[src/rtl/pdpm_pkg.sv]
`timescale 1ns / 1ps

package pdpm_pkg;

    localparam int COUNT_WIDTH_DEFAULT = 16;

    localparam int TICK_WIDTH   = 16;
    localparam int DUTY_WIDTH   = 12;
    localparam int WEIGHT_WIDTH = 8;
    localparam int CFG_INDEX_WIDTH = 2;
    localparam int CFG_DATA_WIDTH  = 16;

    localparam logic [CFG_INDEX_WIDTH-1:0] CFG_ACTIVE_LEVEL  = 2'd0;
    localparam logic [CFG_INDEX_WIDTH-1:0] CFG_TIMEOUT_TICKS = 2'd1;
    localparam logic [CFG_INDEX_WIDTH-1:0] CFG_FILTER_WEIGHT = 2'd2;

    localparam logic              RESET_ACTIVE_LEVEL  = 1'b1;
    localparam logic [15:0]       RESET_TIMEOUT_TICKS = 16'd3636;
    localparam logic [7:0]        RESET_FILTER_WEIGHT = 8'd200;

    localparam logic [1:0] OUTCOME_TIMEOUT   = 2'd0;
    localparam logic [1:0] OUTCOME_NO_PERIOD = 2'd1;
    localparam logic [1:0] OUTCOME_PERIOD    = 2'd2;

    localparam int DUTY_SCALE = 1000;
    localparam int DUTY_MAX   = 4095;
    localparam int NUM_WIDTH  = 27;

    typedef struct packed {
        logic [1:0]            outcome;
        logic [TICK_WIDTH-1:0] period_ticks;
        logic [TICK_WIDTH-1:0] width_ticks;
    } pdpm_event_t;

endpackage

[src/rtl/pdpm_front.sv]
`timescale 1ns / 1ps

module pdpm_front
    import pdpm_pkg::*;
#(
    parameter int COUNT_WIDTH = COUNT_WIDTH_DEFAULT
) (
    input  logic        aclk,
    input  logic        aresetn,
    input  logic        accept,
    input  logic        command,
    input  logic        pin_level,
    input  logic        active_level,
    input  logic [15:0] timeout_ticks,
    output logic        ev_push,
    output pdpm_event_t ev_data
);

    localparam logic [2:0] PH_IDLE         = 3'd0;
    localparam logic [2:0] PH_PREV_FRESH   = 3'd1;
    localparam logic [2:0] PH_PREV_SEEN    = 3'd2;
    localparam logic [2:0] PH_START_NOEDGE = 3'd3;
    localparam logic [2:0] PH_START_EDGE   = 3'd4;
    localparam logic [2:0] PH_STOP_NOEDGE  = 3'd5;
    localparam logic [2:0] PH_STOP_EDGE    = 3'd6;
    localparam logic [2:0] PH_NEXT         = 3'd7;

    logic [2:0]             phase_reg, phase_next;
    logic [COUNT_WIDTH-1:0] cd_reg, cd_next;
    logic [COUNT_WIDTH-1:0] prior_reg, prior_next;
    logic [COUNT_WIDTH-1:0] pstart_reg, pstart_next;
    logic [COUNT_WIDTH-1:0] pend_reg, pend_next;
    logic [COUNT_WIDTH-1:0] cd_dec, cd_load;
    logic [COUNT_WIDTH-1:0] diff_w, diff_p;
    logic                   hit;
    logic                   active;

    assign cd_dec  = cd_reg - 1'b1;
    assign hit     = (cd_dec == '0);
    assign active  = (pin_level == active_level);
    assign cd_load = (COUNT_WIDTH'(timeout_ticks) == '0) ? COUNT_WIDTH'(1)
                                                         : COUNT_WIDTH'(timeout_ticks);

    always_comb begin
        phase_next  = phase_reg;
        cd_next     = cd_reg;
        prior_next  = prior_reg;
        pstart_next = pstart_reg;
        pend_next   = pend_reg;
        ev_push     = 1'b0;
        ev_data     = '0;
        diff_w      = '0;
        diff_p      = '0;
        if (accept) begin
            if (command) begin
                cd_next     = cd_load;
                prior_next  = '0;
                pstart_next = '0;
                pend_next   = '0;
                phase_next  = PH_PREV_FRESH;
            end else if (phase_reg != PH_IDLE) begin
                if (phase_next == PH_PREV_FRESH || phase_next == PH_PREV_SEEN) begin
                    if (active) begin
                        phase_next = PH_PREV_SEEN;
                        cd_next    = cd_dec;
                        if (hit) begin
                            ev_push    = 1'b1;
                            phase_next = PH_IDLE;
                        end
                    end else begin
                        prior_next = cd_reg;
                        phase_next = (phase_reg == PH_PREV_SEEN) ? PH_START_EDGE
                                                                 : PH_START_NOEDGE;
                    end
                end
                if (phase_next == PH_START_NOEDGE || phase_next == PH_START_EDGE) begin
                    if (!active) begin
                        cd_next = cd_dec;
                        if (hit) begin
                            ev_push    = 1'b1;
                            phase_next = PH_IDLE;
                        end
                    end else begin
                        pstart_next = cd_reg;
                        phase_next  = (phase_next == PH_START_EDGE) ? PH_STOP_EDGE
                                                                    : PH_STOP_NOEDGE;
                    end
                end
                if (phase_next == PH_STOP_NOEDGE || phase_next == PH_STOP_EDGE) begin
                    if (active) begin
                        cd_next = cd_dec;
                        if (hit) begin
                            ev_push    = 1'b1;
                            phase_next = PH_IDLE;
                        end
                    end else if (phase_next == PH_STOP_EDGE) begin
                        diff_w               = pstart_next - cd_reg;
                        diff_p               = prior_next - cd_reg;
                        ev_push              = 1'b1;
                        ev_data.width_ticks  = TICK_WIDTH'(diff_w);
                        ev_data.period_ticks = TICK_WIDTH'(diff_p);
                        ev_data.outcome      = OUTCOME_PERIOD;
                        phase_next           = PH_IDLE;
                    end else begin
                        pend_next  = cd_reg;
                        phase_next = PH_NEXT;
                    end
                end
                if (phase_next == PH_NEXT) begin
                    diff_w = pstart_next - pend_next;
                    if (!active) begin
                        cd_next = cd_dec;
                        if (hit) begin
                            ev_push             = 1'b1;
                            ev_data.width_ticks = TICK_WIDTH'(diff_w);
                            ev_data.outcome     = OUTCOME_NO_PERIOD;
                            phase_next          = PH_IDLE;
                        end
                    end else begin
                        diff_p               = pstart_next - cd_reg;
                        ev_push              = 1'b1;
                        ev_data.width_ticks  = TICK_WIDTH'(diff_w);
                        ev_data.period_ticks = TICK_WIDTH'(diff_p);
                        ev_data.outcome      = OUTCOME_PERIOD;
                        phase_next           = PH_IDLE;
                    end
                end
            end
        end
    end

    always_ff @(posedge aclk) begin
        if (!aresetn) begin
            phase_reg  <= PH_IDLE;
            cd_reg     <= '0;
            prior_reg  <= '0;
            pstart_reg <= '0;
            pend_reg   <= '0;
        end else begin
            phase_reg  <= phase_next;
            cd_reg     <= cd_next;
            prior_reg  <= prior_next;
            pstart_reg <= pstart_next;
            pend_reg   <= pend_next;
        end
    end

endmodule

[src/rtl/pdpm_queue.sv]
`timescale 1ns / 1ps

module pdpm_queue
    import pdpm_pkg::*;
(
    input  logic        aclk,
    input  logic        aresetn,
    input  logic        push,
    input  pdpm_event_t push_data,
    input  logic        pop,
    output pdpm_event_t pop_data,
    output logic        full,
    output logic        not_empty
);

    localparam int DEPTH = 2;
    localparam int PTR_WIDTH = $clog2(DEPTH);

    pdpm_event_t              mem_reg [DEPTH];
    logic [PTR_WIDTH-1:0]     wr_ptr_reg, rd_ptr_reg;
    logic [PTR_WIDTH:0]       count_reg;

    assign full      = (count_reg == (PTR_WIDTH + 1)'(DEPTH));
    assign not_empty = (count_reg != '0);
    assign pop_data  = mem_reg[rd_ptr_reg];

    always_ff @(posedge aclk) begin
        if (push) begin
            mem_reg[wr_ptr_reg] <= push_data;
        end
    end

    always_ff @(posedge aclk) begin
        if (!aresetn) begin
            wr_ptr_reg <= '0;
            rd_ptr_reg <= '0;
            count_reg  <= '0;
        end else begin
            if (push) begin
                wr_ptr_reg <= wr_ptr_reg + 1'b1;
            end
            if (pop) begin
                rd_ptr_reg <= rd_ptr_reg + 1'b1;
            end
            if (push && !pop) begin
                count_reg <= count_reg + 1'b1;
            end else if (pop && !push) begin
                count_reg <= count_reg - 1'b1;
            end
        end
    end

endmodule

[src/rtl/pdpm_back.sv]
`timescale 1ns / 1ps

module pdpm_back
    import pdpm_pkg::*;
(
    input  logic                    aclk,
    input  logic                    aresetn,
    input  logic                    ev_valid,
    input  pdpm_event_t             ev_data,
    output logic                    ev_pop,
    input  logic [WEIGHT_WIDTH-1:0] filter_weight,
    output logic                    res_valid,
    input  logic                    res_ready,
    output logic [DUTY_WIDTH-1:0]   res_duty,
    output pdpm_event_t             res_event
);

    localparam logic [2:0] S_IDLE = 3'd0;
    localparam logic [2:0] S_MUL  = 3'd1;
    localparam logic [2:0] S_FILT = 3'd2;
    localparam logic [2:0] S_PREP = 3'd3;
    localparam logic [2:0] S_DIV  = 3'd4;
    localparam logic [2:0] S_DONE = 3'd5;

    localparam int DIV_CNT_WIDTH = $clog2(NUM_WIDTH);
    localparam int PROD_WIDTH    = TICK_WIDTH + WEIGHT_WIDTH + 1;
    localparam int SUM_WIDTH     = PROD_WIDTH + 1;

    logic [2:0]                 state_reg, state_next;
    pdpm_event_t                ev_reg;
    logic [TICK_WIDTH-1:0]      filt_reg;
    logic [PROD_WIDTH-1:0]      prod_a_reg, prod_b_reg;
    logic [TICK_WIDTH-1:0]      rem_reg;
    logic [NUM_WIDTH-1:0]       quo_reg;
    logic [DIV_CNT_WIDTH-1:0]   cnt_reg;
    logic                       duty_ok_reg;
    logic                       out_valid_reg;
    logic [DUTY_WIDTH-1:0]      out_duty_reg;
    pdpm_event_t                out_event_reg;

    logic [WEIGHT_WIDTH:0]      keep_comp;
    logic [SUM_WIDTH-1:0]       filt_sum;
    logic                       period_used;
    logic                       duty_ok;
    logic [TICK_WIDTH:0]        rem_sh;
    logic                       ge;
    logic                       out_free;
    logic [DUTY_WIDTH-1:0]      duty_sat;

    assign keep_comp   = (WEIGHT_WIDTH + 1)'(256) - {1'b0, filter_weight};
    assign filt_sum    = SUM_WIDTH'(prod_a_reg) + SUM_WIDTH'(prod_b_reg) + SUM_WIDTH'(128);
    assign period_used = (ev_reg.outcome != OUTCOME_TIMEOUT) && (ev_reg.width_ticks != '0)
                         && (ev_reg.period_ticks != '0);
    assign duty_ok     = (ev_reg.outcome != OUTCOME_TIMEOUT) && (ev_reg.width_ticks != '0)
                         && (filt_reg != '0);
    assign rem_sh      = {rem_reg, quo_reg[NUM_WIDTH-1]};
    assign ge          = (rem_sh >= {1'b0, filt_reg});
    assign out_free    = !out_valid_reg || res_ready;
    assign duty_sat    = (quo_reg >= NUM_WIDTH'(DUTY_MAX)) ? DUTY_WIDTH'(DUTY_MAX)
                                                          : DUTY_WIDTH'(quo_reg) + 1'b1;
    assign ev_pop      = (state_reg == S_IDLE) && ev_valid;

    always_comb begin
        state_next = state_reg;
        unique case (state_reg)
            S_IDLE: begin
                if (ev_valid) begin
                    state_next = S_MUL;
                end
            end
            S_MUL:  state_next = S_FILT;
            S_FILT: state_next = S_PREP;
            S_PREP: state_next = duty_ok ? S_DIV : S_DONE;
            S_DIV: begin
                if (cnt_reg == DIV_CNT_WIDTH'(NUM_WIDTH - 1)) begin
                    state_next = S_DONE;
                end
            end
            S_DONE: begin
                if (out_free) begin
                    state_next = S_IDLE;
                end
            end
            default: state_next = S_IDLE;
        endcase
    end

    always_ff @(posedge aclk) begin
        if (!aresetn) begin
            state_reg     <= S_IDLE;
            filt_reg      <= '0;
            out_valid_reg <= 1'b0;
        end else begin
            state_reg <= state_next;
            if (state_reg == S_FILT && period_used) begin
                filt_reg <= (filt_reg == '0) ? ev_reg.period_ticks : filt_sum[8 +: TICK_WIDTH];
            end
            if (state_reg == S_DONE && out_free) begin
                out_valid_reg <= 1'b1;
            end else if (res_ready) begin
                out_valid_reg <= 1'b0;
            end
        end
    end

    always_ff @(posedge aclk) begin
        if (ev_pop) begin
            ev_reg <= ev_data;
        end
        if (state_reg == S_MUL) begin
            prod_a_reg <= PROD_WIDTH'(filt_reg) * PROD_WIDTH'(filter_weight);
            prod_b_reg <= PROD_WIDTH'(ev_reg.period_ticks) * PROD_WIDTH'(keep_comp);
        end
        if (state_reg == S_PREP) begin
            duty_ok_reg <= duty_ok;
            rem_reg     <= '0;
            cnt_reg     <= '0;
            quo_reg     <= NUM_WIDTH'(ev_reg.width_ticks) * NUM_WIDTH'(DUTY_SCALE)
                           + NUM_WIDTH'(filt_reg >> 2);
        end
        if (state_reg == S_DIV) begin
            rem_reg <= ge ? TICK_WIDTH'(rem_sh - {1'b0, filt_reg}) : rem_sh[TICK_WIDTH-1:0];
            quo_reg <= {quo_reg[NUM_WIDTH-2:0], ge};
            cnt_reg <= cnt_reg + 1'b1;
        end
        if (state_reg == S_DONE && out_free) begin
            out_duty_reg  <= duty_ok_reg ? duty_sat : '0;
            out_event_reg <= ev_reg;
        end
    end

    assign res_valid = out_valid_reg;
    assign res_duty  = out_duty_reg;
    assign res_event = out_event_reg;

endmodule

[src/rtl/pwm_duty_period_meter_top.sv]
`timescale 1ns / 1ps

// PWM duty and period meter.
// The slave channel takes one item per transfer: s_tuser[0] is the command
// (1 starts a new measurement, 0 is a sample tick) and s_tdata[0] the sampled
// pin level. A sample tick is taken in every cycle while the front end has
// room to post a finished measurement; the phase tracking of a sample is done
// in the cycle of its transfer.
// A finished measurement passes through a two-entry queue to the back end,
// which updates the period filter and divides for the duty. It steps through
// a multiply state, a filter state, a prepare state and a 27-step restoring
// divider, and takes the next measurement only once its result is registered.
// A timeout, a zero width or an empty filter skips the divider.
// The master channel carries one result per transfer; a result waits in the
// output register while m_tready is low, the back end may finish the next one
// meanwhile, and the slave side stalls only when the queue is full.
// Reset clears all measurement state, the filter and m_tvalid, and loads register
// defaults; the user writes registers via cfg_we only while idle (not enforced).

module pwm_duty_period_meter_top
    import pdpm_pkg::*;
#(
    parameter int COUNT_WIDTH = COUNT_WIDTH_DEFAULT
) (
    input  logic                       aclk,
    input  logic                       aresetn,
    input  logic                       s_tvalid,
    output logic                       s_tready,
    input  logic [7:0]                 s_tdata,   // [0] pin_level, [7:1] zero
    input  logic [0:0]                 s_tuser,   // [0] command
    output logic                       m_tvalid,
    input  logic                       m_tready,
    output logic [47:0]                m_tdata,   // [11:0] duty_permille, [27:12] width_ticks,
                                                  // [43:28] period_ticks, [47:44] zero
    output logic [1:0]                 m_tuser,   // [1:0] outcome
    input  logic                       cfg_we,
    input  logic [CFG_INDEX_WIDTH-1:0] cfg_index,
    input  logic [CFG_DATA_WIDTH-1:0]  cfg_wdata
);

    logic                    active_level_reg;
    logic [15:0]             timeout_ticks_reg;
    logic [WEIGHT_WIDTH-1:0] filter_weight_reg;

    logic                    accept;
    logic                    ev_push;
    pdpm_event_t             ev_push_data;
    logic                    ev_pop;
    pdpm_event_t             ev_pop_data;
    logic                    q_full;
    logic                    q_not_empty;
    logic [DUTY_WIDTH-1:0]   res_duty;
    pdpm_event_t             res_event;

    always_ff @(posedge aclk) begin
        if (!aresetn) begin
            active_level_reg  <= RESET_ACTIVE_LEVEL;
            timeout_ticks_reg <= RESET_TIMEOUT_TICKS;
            filter_weight_reg <= RESET_FILTER_WEIGHT;
        end else if (cfg_we) begin
            unique case (cfg_index)
                CFG_ACTIVE_LEVEL:  active_level_reg  <= cfg_wdata[0];
                CFG_TIMEOUT_TICKS: timeout_ticks_reg <= cfg_wdata[15:0];
                CFG_FILTER_WEIGHT: filter_weight_reg <= cfg_wdata[WEIGHT_WIDTH-1:0];
                default: ;
            endcase
        end
    end

    assign s_tready = !q_full;
    assign accept   = s_tvalid && s_tready;

    pdpm_front #(
        .COUNT_WIDTH(COUNT_WIDTH)
    ) u_front (
        .aclk         (aclk),
        .aresetn      (aresetn),
        .accept       (accept),
        .command      (s_tuser[0]),
        .pin_level    (s_tdata[0]),
        .active_level (active_level_reg),
        .timeout_ticks(timeout_ticks_reg),
        .ev_push      (ev_push),
        .ev_data      (ev_push_data)
    );

    pdpm_queue u_queue (
        .aclk     (aclk),
        .aresetn  (aresetn),
        .push     (ev_push),
        .push_data(ev_push_data),
        .pop      (ev_pop),
        .pop_data (ev_pop_data),
        .full     (q_full),
        .not_empty(q_not_empty)
    );

    pdpm_back u_back (
        .aclk         (aclk),
        .aresetn      (aresetn),
        .ev_valid     (q_not_empty),
        .ev_data      (ev_pop_data),
        .ev_pop       (ev_pop),
        .filter_weight(filter_weight_reg),
        .res_valid    (m_tvalid),
        .res_ready    (m_tready),
        .res_duty     (res_duty),
        .res_event    (res_event)
    );

    assign m_tdata = {4'b0, res_event.period_ticks, res_event.width_ticks, res_duty};
    assign m_tuser = res_event.outcome;

endmodule
[config.mk]
export PLATFORM = sky130hd
export DESIGN_NAME = pwm_duty_period_meter_top
export DESIGN_NICKNAME = d
export VERILOG_FILES = /design/src/rtl/pdpm_pkg.sv /design/src/rtl/pdpm_front.sv /design/src/rtl/pdpm_queue.sv /design/src/rtl/pdpm_back.sv /design/src/rtl/pwm_duty_period_meter_top.sv
export SDC_FILE = /design/constraint.sdc
export NUM_CORES = 2
export LEC_CHECK = 0
export BUFFER_PORTS_ARGS = -buffer_cell sky130_fd_sc_hd__buf_4
export CAP_MARGIN = 40
export CORE_ASPECT_RATIO = 0.7
export CORE_MARGIN = 8
export CORE_UTILIZATION = 61
export DETAILED_ROUTE_END_ITERATION = 10
export PLACE_DENSITY = 0.83
export SYNTH_ARGS = -nofsm -noshare
export SYNTH_HDL_FRONTEND = slang
export SYNTH_HIERARCHICAL = 1
export SYNTH_SLANG_ARGS = --single-unit
[constraint.sdc]
create_clock -name aclk -period 12.66 [get_ports aclk]
set_input_delay 1.266 -clock aclk [delete_from_list [all_inputs] [get_ports aclk]]
set_output_delay 1.266 -clock aclk [all_outputs]
set_load 0.1 [all_outputs]
## Word-level counts from Yosys, hierarchy flattened

Memories as Yosys holds them, arrays and structs flattened. A register that Yosys moved wholly into a read port is not among the register bits.
Cells that the tools add are included.

| storage, ports and cells | value |
|---|---|
| bits in writable memories | 68 |
| output and inout port bits | 52 |
| register bits | 259 |
| logic and storage cells | 209 |
| memories kept | 1 |

Memory list:

| memory | depth | bits a word | rd ports | clocked after Yosys merged registers in | wr ports | line | text |
|---|---|---|---|---|---|---|---|
| u_queue.mem_reg | 2 | 34 | 1 | 1 | 1 | pdpm_queue.sv:19 | `pdpm_event_t mem_reg [DEPTH];` |

| cells by class | value |
|---|---|
| equal/unequal tests | 20 |
| reductions and logical operators | 37 |
| add/sub/neg operators | 15 |
| mux-type cells | 107 |
| $lt $le $gt $ge | 2 |
| $mul | 3 |

Operators with widths:

| operator | count |
|---|---|
| 16-bit 2-to-1 mux | 40 |
| 34-bit 2-to-1 mux | 7 |
| 3-bit 2-to-1 mux | 27 |
| 16-bit subtractor | 4 |
| 27-bit 2-to-1 mux | 2 |
| 16-bit logical NOT | 3 |
| 16-bit nonzero test | 3 |
| 26-bit by 14-bit adder with 27-bit output | 1 |
| 27-bit by 12-bit >= comparator with 1-bit output (second input constant) | 1 |
| 24-bit adder | 1 |
| 24-bit by 8-bit adder with 24-bit output (second input constant) | 1 |
| 16-bit by 8-bit multiplier with 24-bit output | 1 |
| 16-bit by 9-bit multiplier with 24-bit output | 1 |
| 16-bit by 7-bit multiplier with 23-bit output (second input constant) | 1 |
| 1-bit 2-to-1 mux | 21 |
| 3-bit == test (second input constant) | 6 |
| 3-bit case mux with 6 select lines | 1 |
| 17-bit by 16-bit >= comparator with 1-bit output | 1 |
| 16-bit by 1-bit subtractor with 16-bit output (second input constant) | 1 |
| 12-bit by 1-bit adder with 12-bit output (second input constant) | 1 |
| 3-bit by 2-bit == test with 1-bit output (second input constant) | 4 |
| 12-bit 2-to-1 mux | 1 |
| 2-bit 2-to-1 mux | 6 |
| 2-bit nonzero test | 6 |
| 20 further kinds | 43 |

## Depth between registers and ports, before layout

| logic depth | value |
|---|---|
| word-level depth | 31 |
| mapped depth | 25 |

## By module

The synthesis kept the hierarchy.

By module, submodules not included:

| module | cells an instance | instances | area each (um^2) | sequential area each (um^2) |
|---|---|---|---|---|
| pdpm_back | 2078 | 1 | 20813.7 | 5715.5 |
| pdpm_front | 815 | 1 | 6226.0 | 1341.3 |
| pdpm_queue | 128 | 1 | 2673.8 | 2142.1 |
| pwm_duty_period_meter_top | 118 | 1 | 1089.8 | 500.5 |

## Worst setup path after synthesis

Ideal clock, no wire load.

| timing | value |
|---|---|
| path kind | reg2reg |
| start point | reg filter_weight_reg[1] |
| end point | reg u_back.prod_b_reg[23], data pin |
| arrival | 5774 ps |
| cell stages (with the launch flop) | 22 |
| period minus slack after synthesis | 6034 ps |
| path slack | 6626 ps |
| path buffers | 1 |
| path through | dfxtp_1 inv_1 ha_1 nand2_1 or3_1 nor3_1 clkbuf_1 nand2_1 fa_1 fa_1 fa_1 fa_1 inv_1 ha_1 or3_1 o221ai_1 a211o_1 o21ai_0 o21ba_2 a211oi_1 a21oi_1 xnor2_1 |

| between the ends | value |
|---|---|
| word-level cells in the longest chain between the ends | 2 |

RTL lines:

| what | line | text |
|---|---|---|
| start, declared | pwm_duty_period_meter_top.sv:43 | `logic [WEIGHT_WIDTH-1:0] filter_weight_reg;` |
| start signal, assigned | pwm_duty_period_meter_top.sv:64 | `CFG_FILTER_WEIGHT: filter_weight_reg <= cfg_wdata[WEIGHT_WIDTH-1:0];` |
| 9-bit by 8-bit subtractor with 9-bit output | pdpm_back.sv:50 | `assign keep_comp = (WEIGHT_WIDTH + 1)'(256) - {1'b0, filter_weight};` |
| 16-bit by 9-bit multiplier with 24-bit output | pdpm_back.sv:112 | `prod_b_reg <= PROD_WIDTH'(ev_reg.period_ticks) * PROD_WIDTH'(keep_comp);` |
| end signal, assigned | pdpm_back.sv:112 |  |
| end, declared | pdpm_back.sv:32 | `logic [PROD_WIDTH-1:0] prod_a_reg, prod_b_reg;` |

No other way between the ends.
A chain may end at the register's enable or synchronous reset.

## Worst setup path in the final report

| timing | value |
|---|---|
| start point | reg filter_weight_reg[0] |
| end point | reg u_back.prod_b_reg[23], data pin |

Same word-level chain as after synthesis.

==> run metrics <==
status completed; clk root buf clkbuf_16; Unique masters post-synth between 100 and 150; CP endpoint kind flop; worst slew pin tran 940.8 ps; clk_lat worst skew roughly 570 ps; Setup CP Type flop to flop; worst clock skew ~26 ps; synth warn 6; total grt overflow 0; HP Class flop to flop; WHS approximately 480 ps; placed instance area between 30000 and 40000 um^2; CP cell instances inv_1 -> ha_1 -> nand2_1 -> or3_1 -> xor2_1 -> buf_4 -> nand2_1 -> fa_1 -> fa_1 -> fa_1 -> fa_1 -> inv_1 -> ha_1 -> or3_1 -> o221ai_1 -> a211o_1 -> o21ai_0 -> o21ba_2 -> a211oi_1 -> a21oi_1 -> xnor2_1; WL final between 70000 and 80000 um; area delta synth->final 7.218%; routed len/inst ~19 um; CTS H-tree depth 2; delay of the slowest cell on the worst path 550 ps; Max Cap Viol 0; final instance area between 30000 and 40000 um^2; Final setup violation count 0; global-route wire length before repair 121100 um; Core Rows 69; layout cells sized above 1 under 10%; Final Hold Fails 0; DRC Markers 0; fmax 144.5 MHz; DR vias around 23000; largest net degree at the start of global routing around 60; CP dominant cell by count fa_1; final net count between 3000 and 4000; core area a little over 50000 um^2; Post-CTS Setup Repair Bufs 0; crit path time final approximately 6900 ps; initial antenna violation count 1; mapped cell area 30800 um^2; Post-synth EDFFs about 250; GRT Total Usage between 20% and 30%; DRT iter0 DRCs ~1900; Avg Cell Area, Syn 9.813 um^2; share of the clock period used by the worst path between 50 and 60%; IO Pins 84; diodes inserted 0; Synth Register Bits roughly 360; Worst-path clk slew around 60 ps; Final ANT Viol Nets 0; slowest cell on the critical path fa_1; Relative slew margins between 30% and 40%; post-synthesis sequential area ratio 31.49%; die area 58060 um^2; Final Max Tran Viols 0; RSZ-0062 raised after global routing false; startpoint type of the worst setup path flop; WP data required 12960 ps; Synth Instances 3139; CTS Hold Bufs 0; Clock Sinks roughly 360; gp weighted congestion about 0.91; TritonCTS clock tree yes; initial cell density of the core around three fifths; sum of negative setup slack 0 ps; number of flip-flops in the largest register 68; vias in the first global route 23490; via/cell ratio ~6.0; Detailed Place HPWL 55360 um; Critical Path AT roughly 7200 ps; worst-path fanout max 12; CTS Buffer Depth 3; ys async rst share 0%; Gates resized, CTS repair 0; I/O Buffers between 70 and 80; Inserted Clock Buffers 37; Die X-Extent roughly 280 um; DR pass1 iterations 8; die height 204.0 um; Most used DFF post-synth edfxtp_1
-- metal layers --
metal | global-route usage [%] | vias to the layer above | part of all wire [%]
met5 | 0 | - | 0.015
met4 | 7.918 | 2 | 3.1
met3 | 5.698 | 167 | 9.3
met2 | 39.39 | 988 | 44
met1 | 35.11 | 11350 | 44
li1 | - | 10690 | -
-- critical path, delay by kind of cell (launching register included) --
kind | cells | cell delay, ps
buffers and inverters | 3 | 740
and+or+nand+nor | 4 | 910
adders and majority gates | 6 | 2620
xor gates and xnor gates | 2 | 600
DFF | 1 | 310
AOI/OAI and AO/OA | 6 | 1510
-- cells in the final DEF, fill, tap and decap left out, types with 22 or more instances in the layout --
| cell | count |
|---|---|
| nor2_1 | 250 |
| o21ai_0 | 89 |
| mux2i_1 | 45 |
| buf_4 | 101 |
| mux2_2 | 63 |
| nor3_1 | 44 |
| a21o_1 | 40 |
| nand3_1 | 41 |
| edfxtp_1 | 245 |
| clkbuf_16 | 38 |
| a31oi_1 | 23 |
| dfxtp_1 | 117 |
| and2_1 | 141 |
| nor2b_1 | 25 |
| ha_1 | 270 |
| xor2_1 | 52 |
| fa_1 | 241 |
| nand2b_1 | 25 |
| a22oi_1 | 42 |
| a21oi_1 | 129 |
| xnor2_1 | 99 |
| inv_1 | 362 |
| nand4_1 | 22 |
| nand2_1 | 287 |
-- synth_stat cells (42+ instances only) --
cell      count  area (um^2)
ha_1        270         3378
fa_1        241         4825
o21ai_0      90        450.4
a21oi_1     129        645.6
mux2_2       63        709.4
mux2i_1      45        450.4
nor3_1       47        235.2
edfxtp_1    245         7357
nor2_1      252        945.9
dfxtp_1     117         2342
and2_1      141        882.1
inv_1       362         1359
xnor2_1      99        867.1
nand2_1     287         1077
a22oi_1      42        315.3
clkbuf_1    116        435.4
xor2_1       52        455.4
-- layout make-up --
cell class / count / area, um^2
Clock buffer: 44 / 983.4
Timing Repair Buffer: 105 / 824.5
Tap cell: 674 / 843.3
Inverter: 363 / 1363
Sequential cell: 362 / 9699
Clock inverter: 23 / 166.4
Fill cell: 3815 / 17310
Multi-Input combinational cell: 2267 / 19150
-- metrics by stage --
| step | std cells | util [%] | worst slack, ps |
|---|---|---|---|
| finish | 3838 | 65.62 | 5738 |
| global route | 3838 | 65.62 | 5460 |
| CTS | 3838 | 65.62 | 5877 |
| detailed placement | 3771 | 63.33 | 5909 |
| global placement | 3764 | 63.16 | 5676 |
| floorplan | 3142 | - | 6626 |
-- kinds of logic after synthesis --
| kind of cell | count (synthesis) | share of synthesized area (%) |
|---|---|---|
| AO/OA/AOI/OAI | 533 | 11.81 |
| XOR/XNOR | 156 | 4.582 |
| adder cells (fa/ha/maj) | 511 | 26.63 |
| buffers and inverters | 513 | 6.552 |
| flip-flops | 362 | 31.49 |
| multiplexers | 108 | 3.765 |
| other | 1 | 0.01217 |
| AND/OR/NAND/NOR | 955 | 15.16 |
-- final timing paths --
kind / end / slack, ps / cells after the start / start
max reg2reg: u_back/prod_b_reg[23]$_DFFE_PP_ / 5740 / 21 / filter_weight_reg[0]$_SDFFE_PN0P_
max: u_back/prod_b_reg[23]$_DFFE_PP_ / 5740 / 21 / filter_weight_reg[0]$_SDFFE_PN0P_
min reg2reg: timeout_ticks_reg[0]$_SDFFE_PN0P_ / 480 / 2 / timeout_ticks_reg[0]$_SDFFE_PN0P_
min: timeout_ticks_reg[0]$_SDFFE_PN0P_ / 480 / 2 / timeout_ticks_reg[0]$_SDFFE_PN0P_
Power is left out: the tool's default activity adds up to more than one toggle a clock period on the data nets, which glitch-free logic cannot reach.
